==> config.mk <==
export PLATFORM = sky130hd
export DESIGN_NAME = blink_pattern_relay_duty_limiter
export DESIGN_NICKNAME = d
export VERILOG_FILES = /design/src/rtl/bprdl_pkg.sv /design/src/rtl/bprdl_front.sv /design/src/rtl/bprdl_queue.sv /design/src/rtl/bprdl_back.sv /design/src/rtl/blink_pattern_relay_duty_limiter.sv
export VERILOG_INCLUDE_DIRS = /design/src /design/src/rtl
export SDC_FILE = /design/constraint.sdc
export NUM_CORES = 1
export LEC_CHECK = 0
export BUFFER_PORTS_ARGS = -buffer_cell sky130_fd_sc_hd__buf_2
export CAP_MARGIN = 40
export CORE_UTILIZATION = 45
export DETAILED_ROUTE_END_ITERATION = 6
export HOLD_SLACK_MARGIN = 0.05
export PLACE_DENSITY = 0.63
export SYNTH_ARGS = -nofsm -noshare
export SYNTH_HDL_FRONTEND = slang
export SYNTH_SLANG_ARGS = --single-unit
export TNS_END_PERCENT = 50
==> constraint.sdc <==
create_clock -name clk -period 7.3 [get_ports clk]
set_clock_uncertainty 0.1 [all_clocks]
set_input_delay 1.46 -clock clk [delete_from_list [all_inputs] [get_ports clk]]
set_output_delay 1.46 -clock clk [all_outputs]
set_load 0.02 [all_outputs]
==> src/rtl/blink_pattern_relay_duty_limiter_macros.svh <==
// Assertion macros shared by the blink pattern relay duty limiter modules.
`ifndef BLINK_PATTERN_RELAY_DUTY_LIMITER_MACROS_SVH
`define BLINK_PATTERN_RELAY_DUTY_LIMITER_MACROS_SVH

// Same-cycle implication, checked outside reset.
`define BPRDL_ASSERT_IMP(lbl, ante, cons) \
  lbl: assert property (@(posedge clk) disable iff (!rst_n) (ante) |-> (cons)) \
    else $error("%m: assertion failed");

// Next-cycle implication, checked outside reset.
`define BPRDL_ASSERT_NXT(lbl, ante, cons) \
  lbl: assert property (@(posedge clk) disable iff (!rst_n) (ante) |=> (cons)) \
    else $error("%m: assertion failed");

`endif

==> src/rtl/bprdl_pkg.sv <==
// Shared types and constants for the blink pattern relay duty limiter.
`timescale 1ns / 1ps
package bprdl_pkg;

  localparam int PAT_W    = 32;
  localparam int LEVEL_W  = 13;
  localparam int BRT_W    = 9;
  localparam int DUTY_W   = 7;
  localparam int TICKS_W  = 16;
  localparam int HEAT_W   = 24;
  localparam int CD_W     = 17;
  localparam int CFG_AW   = 2;
  localparam int CFG_DW   = 24;

  // Operation codes on the input word.
  localparam logic [1:0] OP_TICK     = 2'd0;
  localparam logic [1:0] OP_SET_RGB  = 2'd1;
  localparam logic [1:0] OP_SET_BLUE = 2'd2;

  // Configuration register indexes.
  localparam logic [CFG_AW-1:0] CFG_BRIGHTNESS = 2'd0;
  localparam logic [CFG_AW-1:0] CFG_DUTY       = 2'd1;
  localparam logic [CFG_AW-1:0] CFG_OPEN_TICKS = 2'd2;
  localparam logic [CFG_AW-1:0] CFG_HEAT_LIMIT = 2'd3;

  // Command queue depth between front and back.
  localparam int QDEPTH = 2;
  localparam int QAW    = 1;

  typedef enum logic [1:0] {
    K_TICK,
    K_SET_RGB,
    K_SET_BLUE,
    K_NOP
  } kind_t;

  // One classified word. pat_a carries red, or blue for a blue update.
  typedef struct packed {
    kind_t            kind;
    logic [PAT_W-1:0] pat_a;
    logic [PAT_W-1:0] pat_b;
    logic [PAT_W-1:0] pat_c;
    logic             open_req;
  } qent_t;

endpackage

==> src/rtl/bprdl_front.sv <==
// Front end: classifies incoming words into queue entries.
`timescale 1ns / 1ps
module bprdl_front import bprdl_pkg::*; (
  input  logic             in_valid,
  output logic             in_ready,
  input  logic [1:0]       in_operation,
  input  logic [PAT_W-1:0] in_red_pattern,
  input  logic [PAT_W-1:0] in_green_pattern,
  input  logic [PAT_W-1:0] in_buzzer_pattern,
  input  logic [PAT_W-1:0] in_blue_pattern,
  input  logic             in_open_request,
  input  logic             q_full,
  output logic             q_push,
  output qent_t            q_ent
);

  assign in_ready = !q_full;
  assign q_push   = in_valid && !q_full;

  always_comb begin
    q_ent.pat_a    = in_red_pattern;
    q_ent.pat_b    = in_green_pattern;
    q_ent.pat_c    = in_buzzer_pattern;
    q_ent.open_req = 1'b0;
    case (in_operation)
      OP_TICK: begin
        q_ent.kind = K_TICK;
      end
      OP_SET_RGB: begin
        q_ent.kind     = K_SET_RGB;
        q_ent.open_req = in_open_request;
      end
      OP_SET_BLUE: begin
        q_ent.kind  = K_SET_BLUE;
        q_ent.pat_a = in_blue_pattern;
      end
      default: begin
        q_ent.kind = K_NOP;
      end
    endcase
  end

endmodule

==> src/rtl/bprdl_queue.sv <==
// Short command queue between the front end and the execution back end.
`timescale 1ns / 1ps
module bprdl_queue import bprdl_pkg::*; (
  input  logic  clk,
  input  logic  rst_n,
  input  logic  push,
  input  qent_t push_ent,
  output logic  full,
  input  logic  pop,
  output logic  not_empty,
  output qent_t head_ent
);
`include "blink_pattern_relay_duty_limiter_macros.svh"

  qent_t          mem_r [QDEPTH];
  logic [QAW-1:0] wr_ptr_r, wr_ptr_nxt;
  logic [QAW-1:0] rd_ptr_r, rd_ptr_nxt;
  logic [QAW:0]   count_r, count_nxt;

  assign full      = (count_r == (QAW+1)'(QDEPTH));
  assign not_empty = (count_r != '0);
  assign head_ent  = mem_r[rd_ptr_r];

  always_comb begin
    wr_ptr_nxt = push ? wr_ptr_r + 1'b1 : wr_ptr_r;
    rd_ptr_nxt = pop ? rd_ptr_r + 1'b1 : rd_ptr_r;
    count_nxt  = count_r;
    if (push && !pop) begin
      count_nxt = count_r + 1'b1;
    end else if (pop && !push) begin
      count_nxt = count_r - 1'b1;
    end
  end

  always_ff @(posedge clk) begin
    if (!rst_n) begin
      wr_ptr_r <= '0;
      rd_ptr_r <= '0;
      count_r  <= '0;
    end else begin
      wr_ptr_r <= wr_ptr_nxt;
      rd_ptr_r <= rd_ptr_nxt;
      count_r  <= count_nxt;
    end
  end

  always_ff @(posedge clk) begin
    if (push) begin
      mem_r[wr_ptr_r] <= push_ent;
    end
  end

  `BPRDL_ASSERT_IMP(a_count_bound, 1'b1, count_r <= (QAW+1)'(QDEPTH))
  `BPRDL_ASSERT_NXT(a_count_up, push && !pop, count_r == $past(count_r) + 1'b1)
  `BPRDL_ASSERT_NXT(a_count_down, pop && !push, count_r == $past(count_r) - 1'b1)

endmodule

==> src/rtl/bprdl_back.sv <==
// Back end: executes queued words against the pattern, relay and heat state.
`timescale 1ns / 1ps
module bprdl_back import bprdl_pkg::*; #(
  parameter int LED_MAX = 8191
) (
  input  logic                clk,
  input  logic                rst_n,
  input  logic                cfg_we,
  input  logic [CFG_AW-1:0]   cfg_addr,
  input  logic [CFG_DW-1:0]   cfg_wdata,
  input  logic                q_not_empty,
  input  qent_t               q_ent,
  output logic                q_pop,
  output logic                out_valid,
  input  logic                out_ready,
  output logic [LEVEL_W-1:0]  out_red_level,
  output logic [LEVEL_W-1:0]  out_green_level,
  output logic [LEVEL_W-1:0]  out_blue_level,
  output logic                out_buzzer_on,
  output logic                out_relay_on,
  output logic                out_open_refused
);
`include "blink_pattern_relay_duty_limiter_macros.svh"

  localparam logic [15:0] CMAX_RED   = 16'(LED_MAX);
  localparam logic [15:0] CMAX_GREEN = CMAX_RED / 4;
  localparam logic [15:0] CMAX_BLUE  = CMAX_RED / 2;
  localparam logic [HEAT_W-1:0] HEAT_TOP = '1;
  localparam int PROD_W = BRT_W + 16;

  function automatic logic [PAT_W-1:0] advance(input logic [PAT_W-1:0] p);
    logic [PAT_W-1:0] r;
    r = p >> 1;
    if (p[PAT_W-1]) begin
      r[PAT_W-1] = 1'b1;
      r[PAT_W-2] = p[0];
    end
    return r;
  endfunction

  logic [BRT_W-1:0]   brightness_r;
  logic [DUTY_W-1:0]  duty_r;
  logic [TICKS_W-1:0] open_ticks_r;
  logic [HEAT_W-1:0]  heat_limit_r;

  logic [PAT_W-1:0]   red_r, green_r, blue_r, buzz_r;
  logic [PAT_W-1:0]   red_nxt, green_nxt, blue_nxt, buzz_nxt;
  logic [CD_W-1:0]    countdown_r, countdown_nxt, cd_dec;
  logic [HEAT_W-1:0]  heat_r, heat_nxt;
  logic [LEVEL_W-1:0] hred_r, hgreen_r, hblue_r;
  logic [LEVEL_W-1:0] hred_nxt, hgreen_nxt, hblue_nxt;
  logic               hbuzz_r, hbuzz_nxt;
  logic               refused;

  logic               out_valid_r;
  logic [LEVEL_W-1:0] out_red_r, out_green_r, out_blue_r;
  logic               out_buzz_r, out_relay_on_r, out_refused_r;

  logic [BRT_W-1:0]   brt_c;
  logic [DUTY_W-1:0]  duty_c;
  logic [DUTY_W-1:0]  rise;
  logic [HEAT_W:0]    heat_sum;
  logic [PROD_W-1:0]  prod_red, prod_green, prod_blue;

  assign q_pop = q_not_empty && (!out_valid_r || out_ready);

  // Clamp out-of-range settings, then scale each color maximum.
  assign brt_c      = (brightness_r > 9'd256) ? 9'd256 : brightness_r;
  assign duty_c     = (duty_r > 7'd100) ? 7'd100 : duty_r;
  assign rise       = 7'd100 - duty_c;
  assign heat_sum   = {1'b0, heat_r} + (HEAT_W+1)'(rise);
  assign prod_red   = PROD_W'(brt_c) * PROD_W'(CMAX_RED);
  assign prod_green = PROD_W'(brt_c) * PROD_W'(CMAX_GREEN);
  assign prod_blue  = PROD_W'(brt_c) * PROD_W'(CMAX_BLUE);
  assign cd_dec     = (countdown_r != '0) ? countdown_r - 1'b1 : countdown_r;

  always_comb begin
    red_nxt       = red_r;
    green_nxt     = green_r;
    blue_nxt      = blue_r;
    buzz_nxt      = buzz_r;
    countdown_nxt = countdown_r;
    heat_nxt      = heat_r;
    hred_nxt      = hred_r;
    hgreen_nxt    = hgreen_r;
    hblue_nxt     = hblue_r;
    hbuzz_nxt     = hbuzz_r;
    refused       = 1'b0;
    if (q_pop) begin
      case (q_ent.kind)
        K_TICK: begin
          hred_nxt   = red_r[0] ? prod_red[LEVEL_W+7:8] : '0;
          hgreen_nxt = green_r[0] ? prod_green[LEVEL_W+7:8] : '0;
          hblue_nxt  = blue_r[0] ? prod_blue[LEVEL_W+7:8] : '0;
          hbuzz_nxt  = buzz_r[0];
          red_nxt    = advance(red_r);
          green_nxt  = advance(green_r);
          blue_nxt   = advance(blue_r);
          buzz_nxt   = advance(buzz_r);
          countdown_nxt = cd_dec;
          if (cd_dec != '0) begin
            heat_nxt = heat_sum[HEAT_W] ? HEAT_TOP : heat_sum[HEAT_W-1:0];
          end else if (heat_r > HEAT_W'(duty_c)) begin
            heat_nxt = heat_r - HEAT_W'(duty_c);
          end else begin
            heat_nxt = '0;
          end
        end
        K_SET_RGB: begin
          red_nxt   = q_ent.pat_a;
          green_nxt = q_ent.pat_b;
          buzz_nxt  = q_ent.pat_c;
          if (q_ent.open_req) begin
            if (heat_r <= heat_limit_r) begin
              countdown_nxt = CD_W'(open_ticks_r) + 1'b1;
            end else begin
              refused = 1'b1;
            end
          end
        end
        K_SET_BLUE: begin
          blue_nxt = q_ent.pat_a;
        end
        default: begin
        end
      endcase
    end
  end

  always_ff @(posedge clk) begin
    if (!rst_n) begin
      brightness_r <= 9'd128;
      duty_r       <= 7'd50;
      open_ticks_r <= 16'd50;
      heat_limit_r <= 24'd250000;
    end else if (cfg_we) begin
      case (cfg_addr)
        CFG_BRIGHTNESS: brightness_r <= cfg_wdata[BRT_W-1:0];
        CFG_DUTY:       duty_r       <= cfg_wdata[DUTY_W-1:0];
        CFG_OPEN_TICKS: open_ticks_r <= cfg_wdata[TICKS_W-1:0];
        CFG_HEAT_LIMIT: heat_limit_r <= cfg_wdata[HEAT_W-1:0];
        default: begin
        end
      endcase
    end
  end

  always_ff @(posedge clk) begin
    if (!rst_n) begin
      red_r       <= '0;
      green_r     <= '0;
      blue_r      <= '0;
      buzz_r      <= 32'h7;
      countdown_r <= '0;
      heat_r      <= '0;
      hred_r      <= '0;
      hgreen_r    <= '0;
      hblue_r     <= '0;
      hbuzz_r     <= 1'b0;
      out_valid_r <= 1'b0;
    end else begin
      red_r       <= red_nxt;
      green_r     <= green_nxt;
      blue_r      <= blue_nxt;
      buzz_r      <= buzz_nxt;
      countdown_r <= countdown_nxt;
      heat_r      <= heat_nxt;
      hred_r      <= hred_nxt;
      hgreen_r    <= hgreen_nxt;
      hblue_r     <= hblue_nxt;
      hbuzz_r     <= hbuzz_nxt;
      if (q_pop) begin
        out_valid_r <= 1'b1;
      end else if (out_ready) begin
        out_valid_r <= 1'b0;
      end
    end
  end

  always_ff @(posedge clk) begin
    if (q_pop) begin
      out_red_r      <= hred_nxt;
      out_green_r    <= hgreen_nxt;
      out_blue_r     <= hblue_nxt;
      out_buzz_r     <= hbuzz_nxt;
      out_relay_on_r <= (countdown_nxt != '0);
      out_refused_r  <= refused;
    end
  end

  assign out_valid        = out_valid_r;
  assign out_red_level    = out_red_r;
  assign out_green_level  = out_green_r;
  assign out_blue_level   = out_blue_r;
  assign out_buzzer_on    = out_buzz_r;
  assign out_relay_on     = out_relay_on_r;
  assign out_open_refused = out_refused_r;

  `BPRDL_ASSERT_NXT(a_relay_match, q_pop, out_relay_on_r == (countdown_r != '0))
  `BPRDL_ASSERT_NXT(a_refuse_only_rgb, q_pop && (q_ent.kind != K_SET_RGB), !out_refused_r)
  `BPRDL_ASSERT_NXT(a_heat_decays, q_pop && (q_ent.kind == K_TICK) && (countdown_r <= 17'd1),
                    heat_r <= $past(heat_r))

endmodule

==> src/rtl/blink_pattern_relay_duty_limiter.sv <==
// Top level of the blink pattern relay duty limiter.
// An accepted word is written into the queue, then popped and registered into the output register behind out_valid.
// Throughput: one word per cycle; the back end retires one queued word each cycle
//   that its output register is empty or being drained.
// The input side keeps taking words while a result waits, until the two-entry queue fills.
// Reset (rst_n low, synchronous) empties the queue and output, restores register
//   defaults, clears patterns, countdown, heat and held levels, and loads buzzer 0x7.
`timescale 1ns / 1ps
module blink_pattern_relay_duty_limiter import bprdl_pkg::*; #(
  parameter int LED_MAX = 8191
) (
  input  logic                clk,
  input  logic                rst_n,
  // Configuration write port
  input  logic                cfg_we,
  input  logic [CFG_AW-1:0]   cfg_addr,
  input  logic [CFG_DW-1:0]   cfg_wdata,
  // Input word channel
  input  logic                in_valid,
  output logic                in_ready,
  input  logic [1:0]          in_operation,
  input  logic [PAT_W-1:0]    in_red_pattern,
  input  logic [PAT_W-1:0]    in_green_pattern,
  input  logic [PAT_W-1:0]    in_buzzer_pattern,
  input  logic [PAT_W-1:0]    in_blue_pattern,
  input  logic                in_open_request,
  // Result word channel
  output logic                out_valid,
  input  logic                out_ready,
  output logic [LEVEL_W-1:0]  out_red_level,
  output logic [LEVEL_W-1:0]  out_green_level,
  output logic [LEVEL_W-1:0]  out_blue_level,
  output logic                out_buzzer_on,
  output logic                out_relay_on,
  output logic                out_open_refused
);

  // Front to queue
  logic  q_full;
  logic  q_push;
  qent_t q_in_ent;
  // Queue to back
  logic  q_not_empty;
  logic  q_pop;
  qent_t q_head_ent;

  // Decode the operation into a command kind; accept whenever the queue has room.
  bprdl_front u_front (
    .in_valid          (in_valid),
    .in_ready          (in_ready),
    .in_operation      (in_operation),
    .in_red_pattern    (in_red_pattern),
    .in_green_pattern  (in_green_pattern),
    .in_buzzer_pattern (in_buzzer_pattern),
    .in_blue_pattern   (in_blue_pattern),
    .in_open_request   (in_open_request),
    .q_full            (q_full),
    .q_push            (q_push),
    .q_ent             (q_in_ent)
  );

  // Hold classified words so the front and back stall independently.
  bprdl_queue u_queue (
    .clk       (clk),
    .rst_n     (rst_n),
    .push      (q_push),
    .push_ent  (q_in_ent),
    .full      (q_full),
    .pop       (q_pop),
    .not_empty (q_not_empty),
    .head_ent  (q_head_ent)
  );

  // Execute: advance patterns on ticks, grant or refuse relay opens against
  // the heat limit, track heat, and register the result word.
  bprdl_back #(
    .LED_MAX (LED_MAX)
  ) u_back (
    .clk              (clk),
    .rst_n            (rst_n),
    .cfg_we           (cfg_we),
    .cfg_addr         (cfg_addr),
    .cfg_wdata        (cfg_wdata),
    .q_not_empty      (q_not_empty),
    .q_ent            (q_head_ent),
    .q_pop            (q_pop),
    .out_valid        (out_valid),
    .out_ready        (out_ready),
    .out_red_level    (out_red_level),
    .out_green_level  (out_green_level),
    .out_blue_level   (out_blue_level),
    .out_buzzer_on    (out_buzzer_on),
    .out_relay_on     (out_relay_on),
    .out_open_refused (out_open_refused)
  );

endmodule

* After elaboration in Yosys (flattened, before gate mapping) *
Memories as Yosys holds them, arrays and structs flattened. A register that Yosys moved wholly into a read port is not among the register bits.
Index checks and enable logic that the tools add are counted.
W data, S select, Z words.

storage, ports and cells
  bits in registers = 312
  bits in latches = 0
  RAM bits = 198
  bits in read-only memories = 0
  input bits = 162
  output and inout bits = 44
  logic and storage cells = 118
  memories kept = 1

memories
  name           words  width  rd ports  clocked after Yosys merged registers in  wr ports  line               text
  u_queue.mem_r  2      99     1         1                                        1         bprdl_queue.sv:15  qent_t mem_r [QDEPTH];

operators by class
  add/sub/neg operators = 9
  multiply operators = 3
  divide/modulo/power cells = 0
  magnitude comparators = 4
  equal/unequal tests = 8
  shifts and indexed selects = 0
  multiplexer cells = 41
  bitwise operators = 0
  reduce and logical (&&, ||, !) cells = 28

operators with widths
  cell                     number
  $pmux W32 S2             4
  $mux W13                 8
  $mux W24                 3
  $mux W17                 4
  $reduce_bool A17 Y1      3
  $pmux W17 S2             1
  $mux W32                 1
  $add A24 B7 Y25          1
  $gt A24 B7 Y1            1
  $le A24 B24 Y1           1
  $sub A24 B7 Y24          1
  $mul A9 B12 Y21 const B  1
  $mul A9 B13 Y21 const B  1
  $mul A9 B11 Y20 const B  1
  $add A16 B1 Y17 const B  1
  $sub A17 B1 Y17 const B  1
  $reduce_and A2 Y1        8
  $mux W12                 1
  $mux W2                  6
  $eq A2 B2 Y1 const B     5
  $mux W1                  10
  $reduce_bool A2 Y1       5
  $gt A9 B9 Y1 const B     1
  $mux W9                  1
  12 further kinds         23

* Logic depth before layout (Yosys ltp) *
  depth after elaboration = 7
  depth in mapped cells = 21
  depth with buffers taken out = 20

* Hierarchy *
A second synthesis with hierarchy kept.

unflattened totals
  cell total of the unflattened synthesis = 2523
  area total of the unflattened synthesis = 25802.2 µm²

by module, submodules not included
  module       instances  cells an instance  area an instance (µm²)  seq. area each (µm²)
  bprdl_back   1          2086               17342.9                 6586.3
  bprdl_queue  1          330                7390.8                  6045.8
  bprdl_front  1          107                1068.5                  0.0

* Least setup slack after synthesis *
OpenSTA, ideal clock, no wires.

  path type = input port to flip-flop
  start point = input in_valid
  end point = memory u_queue.mem_r[0][0] (netlist name) (enable)
  data arrival time = 5.675 ns
  setup slack = 0.967 ns
  cell stages on the path = 2
  buffers on the path = 0
  cell sequence = nand2_1 nor2_1

between the ends
  longest elaborated chain between the ends = 3

ends and longest elaborated chain
  element                        line                                    text
  start: declaration             blink_pattern_relay_duty_limiter.sv:19  input logic in_valid,
  $logic_and A1 B1 Y1            bprdl_front.sv:18                       assign q_push = in_valid && !q_full;
  $mux W1                        bprdl_queue.sv:48                       if (push) begin
  $mux W1 (not written as such)  bprdl_queue.sv:49                       mem_r[wr_ptr_r] <= push_ent;
  end: declaration               bprdl_queue.sv:15

Every way passes these cells.

* Worst setup path in the final report *
  start point = register u_back.brightness_r[8]
  end point = register u_back.hgreen_r[5]

between the ends
  longest elaborated chain between the ends = 6

ends and longest elaborated chain
  element                   line               text
  start: declaration        bprdl_back.sv:41   logic [BRT_W-1:0] brightness_r;
  start signal: assignment  bprdl_back.sv:138  CFG_BRIGHTNESS: brightness_r <= cfg_wdata[BRT_W-1:0];
  $gt A9 B9 Y1              bprdl_back.sv:68   assign brt_c = (brightness_r > 9'd256) ? 9'd256 : brightness_r;
  $mux W9 (*)               bprdl_back.sv:68
  $mul A9 B11 Y20 (*)       bprdl_back.sv:73   assign prod_green = PROD_W'(brt_c) * PROD_W'(CMAX_GREEN);
  $mux W12 (*)              bprdl_back.sv:93   hgreen_nxt = green_r[0] ? prod_green[LEVEL_W+7:8] : '0;
  $mux W13 (*)              bprdl_back.sv:90   case (q_ent.kind)
  $mux W13 (*)              bprdl_back.sv:89   if (q_pop) begin
  net u_back.hgreen_nxt[5]  bprdl_back.sv:51   logic [LEVEL_W-1:0] hred_nxt, hgreen_nxt, hblue_nxt;
  end signal: assignment    bprdl_back.sv:169  hgreen_r <= hgreen_nxt;
  end: declaration          bprdl_back.sv:50   logic [LEVEL_W-1:0] hred_r, hgreen_r, hblue_r;

Mark *: on every way through the listed nets, which the timed path passes. The rest lies on a longest branch.
A chain may end at the register's enable or synchronous reset.

==> flow_metrics.env <==
export IMPL_clkTransAtPathRegs_ns=0.06
export IMPL_powerDensity_nw_per_um2=381
export IMPL_cts_max_path_buffers=3
export IMPL_cts_hold_buf=0
export IMPL_globalplace_congestion=0.919
export IMPL_insertion_delay_ns=0.62
export IMPL_synthArstFlopShare_pct=0
export IMPL_core_area_sq_um=53800
export IMPL_grt_max_degree=107
export IMPL_die_area_sq_um=55300
export IMPL_row_count=85
export IMPL_syn_area_sq_um=24500
export IMPL_finalCriticalPeriod_ns=5.96
export IMPL_fillers=4872
export IMPL_ir_drop_mv=0.232
export IMPL_grt_overflow_total=0
export IMPL_dpl_hpwl_mm=40.8
export IMPL_synth_seq_cells=511
export IMPL_layout_drive_gt1_share_pct=17.8
export IMPL_p_leak_nw=10.6
export IMPL_wl_met3_mm=3.09
export IMPL_synth_cell_types=78
export IMPL_syn_to_final_growth_pct=14.1
export IMPL_cts_resized=0
export IMPL_p_total_mw=10.6
export IMPL_drc=0
export IMPL_synth_fp_nets=2635
export IMPL_grt_pass1_wl_mm=96.4
export IMPL_hold_class="reg -> reg"
export IMPL_ant_nets=0
export IMPL_cp_required_ns=7.70
export IMPL_htree_levels=2
export IMPL_antenna_found_initial=11
export IMPL_drtIter0Drc=1138
export IMPL_rsz0062_at_grt="no"
export IMPL_tightest_slew_ns=0.864
export IMPL_maxCapViolCount=0
export IMPL_setup_tns_ns=0
export IMPL_die_h_um=235
export IMPL_wirelength_mm=60.2
export IMPL_cts_tree="built"
export IMPL_layout_nets=2768
export IMPL_status="completed"
export IMPL_avgSynthCellArea_sq_um=10.4
export IMPL_top_layer_used="met5"
export IMPL_worstSetupPathType="reg -> reg"
export IMPL_firstDrtPassIters=6
export IMPL_yosys_warnings=0
export IMPL_finalSetupViolCount=0
export IMPL_die_x_um=235
export IMPL_final_util_pct=51.9
export IMPL_crit_fanout=11
export IMPL_wire_per_inst_um=18.6
export IMPL_port_buffers=205
export IMPL_drt_met1_wl_mm=26.7
export IMPL_relSlewSlack_pct=42.2
export IMPL_via_per_inst=5.60
export IMPL_synth_edf_count=240
export IMPL_hold_viol=0
export IMPL_final_max_slew_viol_count=0
export IMPL_syn_inst=2361
export IMPL_setup_worst_path_end_class="register"
export IMPL_final_period_utilization_pct=81.6
export IMPL_synth_flop_cell="dfxtp_1"
export IMPL_yosysSeqAreaShare_pct=51.6
export IMPL_initial_utilization_pct=45.5
export IMPL_cts_buffers=53
export IMPL_worstPathArrival_ns=6.35
export IMPL_clock_sinks=511
export IMPL_critPathLaunchType="register"
export IMPL_wl_met2_mm=29.2
export IMPL_cts_setup_buffers=0
export IMPL_cts_root_buf="clkbuf_16"
export IMPL_num_io_pins=206
export IMPL_grt_pass1_vias=17900
export IMPL_vias=18100
export IMPL_grt_usage_pct=21.6
export IMPL_clock_fmax_mhz=168
[layout by cell type, fill, tap and decap left out, types with 15 or more instances in the layout]
cell type / netlist / final
nand2_1: 324 / 321
dfxtp_1: 271 / 270
edfxtp_1: 240 / 240
a21oi_1: 237 / 237
buf_2: 4 / 206
mux2_2: 96 / 95
nor2_1: 96 / 90
inv_1: 92 / 90
ha_1: 83 / 83
o21ai_0: 76 / 76
o221ai_1: 70 / 70
o211ai_1: 68 / 68
mux2i_1: 57 / 56
clkbuf_16: 0 / 53
and2_1: 52 / 52
nand3_1: 44 / 44
xnor2_1: 43 / 43
nor3_1: 36 / 35
xor2_1: 34 / 34
fa_1: 29 / 29
buf_4: 0 / 22
and3_1: 21 / 20
a22o_1: 20 / 20
nand4_1: 20 / 20
a211oi_1: 20 / 20
nor4_1: 15 / 15
[synth_stat cells, types with 21 or more instances]
master	count	share of area (%)
xnor2_1	43	1.5
mux2_2	96	4.4
nor2_1	96	1.5
inv_1	92	1.4
ha_1	83	4.2
edfxtp_1	240	29
dfxtp_1	271	22
nand3_1	44	0.90
and2_1	52	1.3
nand2_1	324	5.0
mux2i_1	57	2.3
clkbuf_1	135	2.1
nor3_1	36	0.74
o221ai_1	70	2.5
fa_1	29	2.4
and3_1	21	0.54
o21ai_0	76	1.6
a21oi_1	237	4.8
o211ai_1	68	2.1
xor2_1	34	1.2
[power breakdown]
part	total, mW	internal, mW	switching (mW)
Clock	2.68	1.54	1.14
Combinational	4.06	1.42	2.64
Sequential	3.90	3.60	0.295
Total	10.6	6.57	4.07
[metal layers]
layer	track usage (%)	vias up
li1	-	8845
met2	37.1	410
met5	0	-
met1	27.9	8791
met4	5.78	14
met3	3.72	82
[critical path, stage by stage (launching register included)]
cell      delay [ns]
dfxtp_1         0.53
nand2b_1        0.21
inv_1           0.11
fa_1            0.54
fa_1            0.77
inv_1           0.11
fa_1            0.45
fa_1            0.50
inv_1           0.05
ha_1            0.34
and2_1          0.15
o21ai_0         0.25
o211ai_1        0.19
a21oi_1         0.33
maj3_1          0.41
nor2_1          0.08
or3_1           0.31
a32o_1          0.26
and2_1          0.15
[cells by family after synthesis]
kind of cell | count (synthesis) | share of synthesized area [%]
compound gates | 585 | 15.5
xor+xnor | 77 | 2.75
buf+inv | 250 | 3.98
flops | 511 | 51.6
simple gates | 672 | 12.8
mux | 153 | 6.75
fa+ha+maj | 113 | 6.65
[through the flow]
stage | worst slack, ns | hold slack, ns | cell area, sq um | instances
finish | 1.34 | 0.349 | 27900 | 3237
global route | 0.970 | 0.362 | 27900 | 3233
CTS | 1.33 | 0.351 | 27900 | 3232
detailed placement | 1.35 | 0.343 | 26200 | 3135
global placement | 1.51 | 0.338 | 26000 | 3123
floorplan | 0.967 | 0.332 | 24500 | 2361
[layout make-up]
class / instances / area (sq um) / share of cell area, %
antenna: 5 / 12.5 / 0.0448
multi-input combinational: 1600 / 10900 / 39.2
inverter: 92 / 350 / 1.25
timing repair buffer: 236 / 1390 / 4.97
clock inverter: 25 / 270 / 0.967
clock buffer: 72 / 1460 / 5.22
tap: 696 / 871 / 3.12
sequential: 511 / 12600 / 45.2
[state kept, by name (all words and copies together), names as in the netlist, 2 cells and up, named ones only]
| name | flops |
|---|---|
| u_back.blue_r | 32 |
| u_back.brightness_r | 9 |
| u_back.buzz_r | 32 |
| u_back.countdown_r | 17 |
| u_back.duty_r | 7 |
| u_back.green_r | 32 |
| u_back.hblue_r | 13 |
| u_back.heat_limit_r | 24 |
| u_back.heat_r | 24 |
| u_back.hgreen_r | 13 |
| u_back.hred_r | 13 |
| u_back.open_ticks_r | 16 |
| u_back.out_blue_level | 13 |
| u_back.out_green_level | 13 |
| u_back.out_red_level | 13 |
| u_back.red_r | 32 |
| u_queue.count_r | 2 |
| u_queue.mem_r | 198 |
[final timing paths]
check,to,cells after the start,startpoint,slack [ns]
min reg2reg,u_back.red_r[14],2,u_back.red_r[14],0.35
max,u_back.hgreen_r[5],18,u_back.brightness_r[8],1.34
max reg2reg,u_back.hgreen_r[5],18,u_back.brightness_r[8],1.34
min,u_back.red_r[14],2,u_back.red_r[14],0.35
No activity file was read; power rests on OpenSTA's default activity.
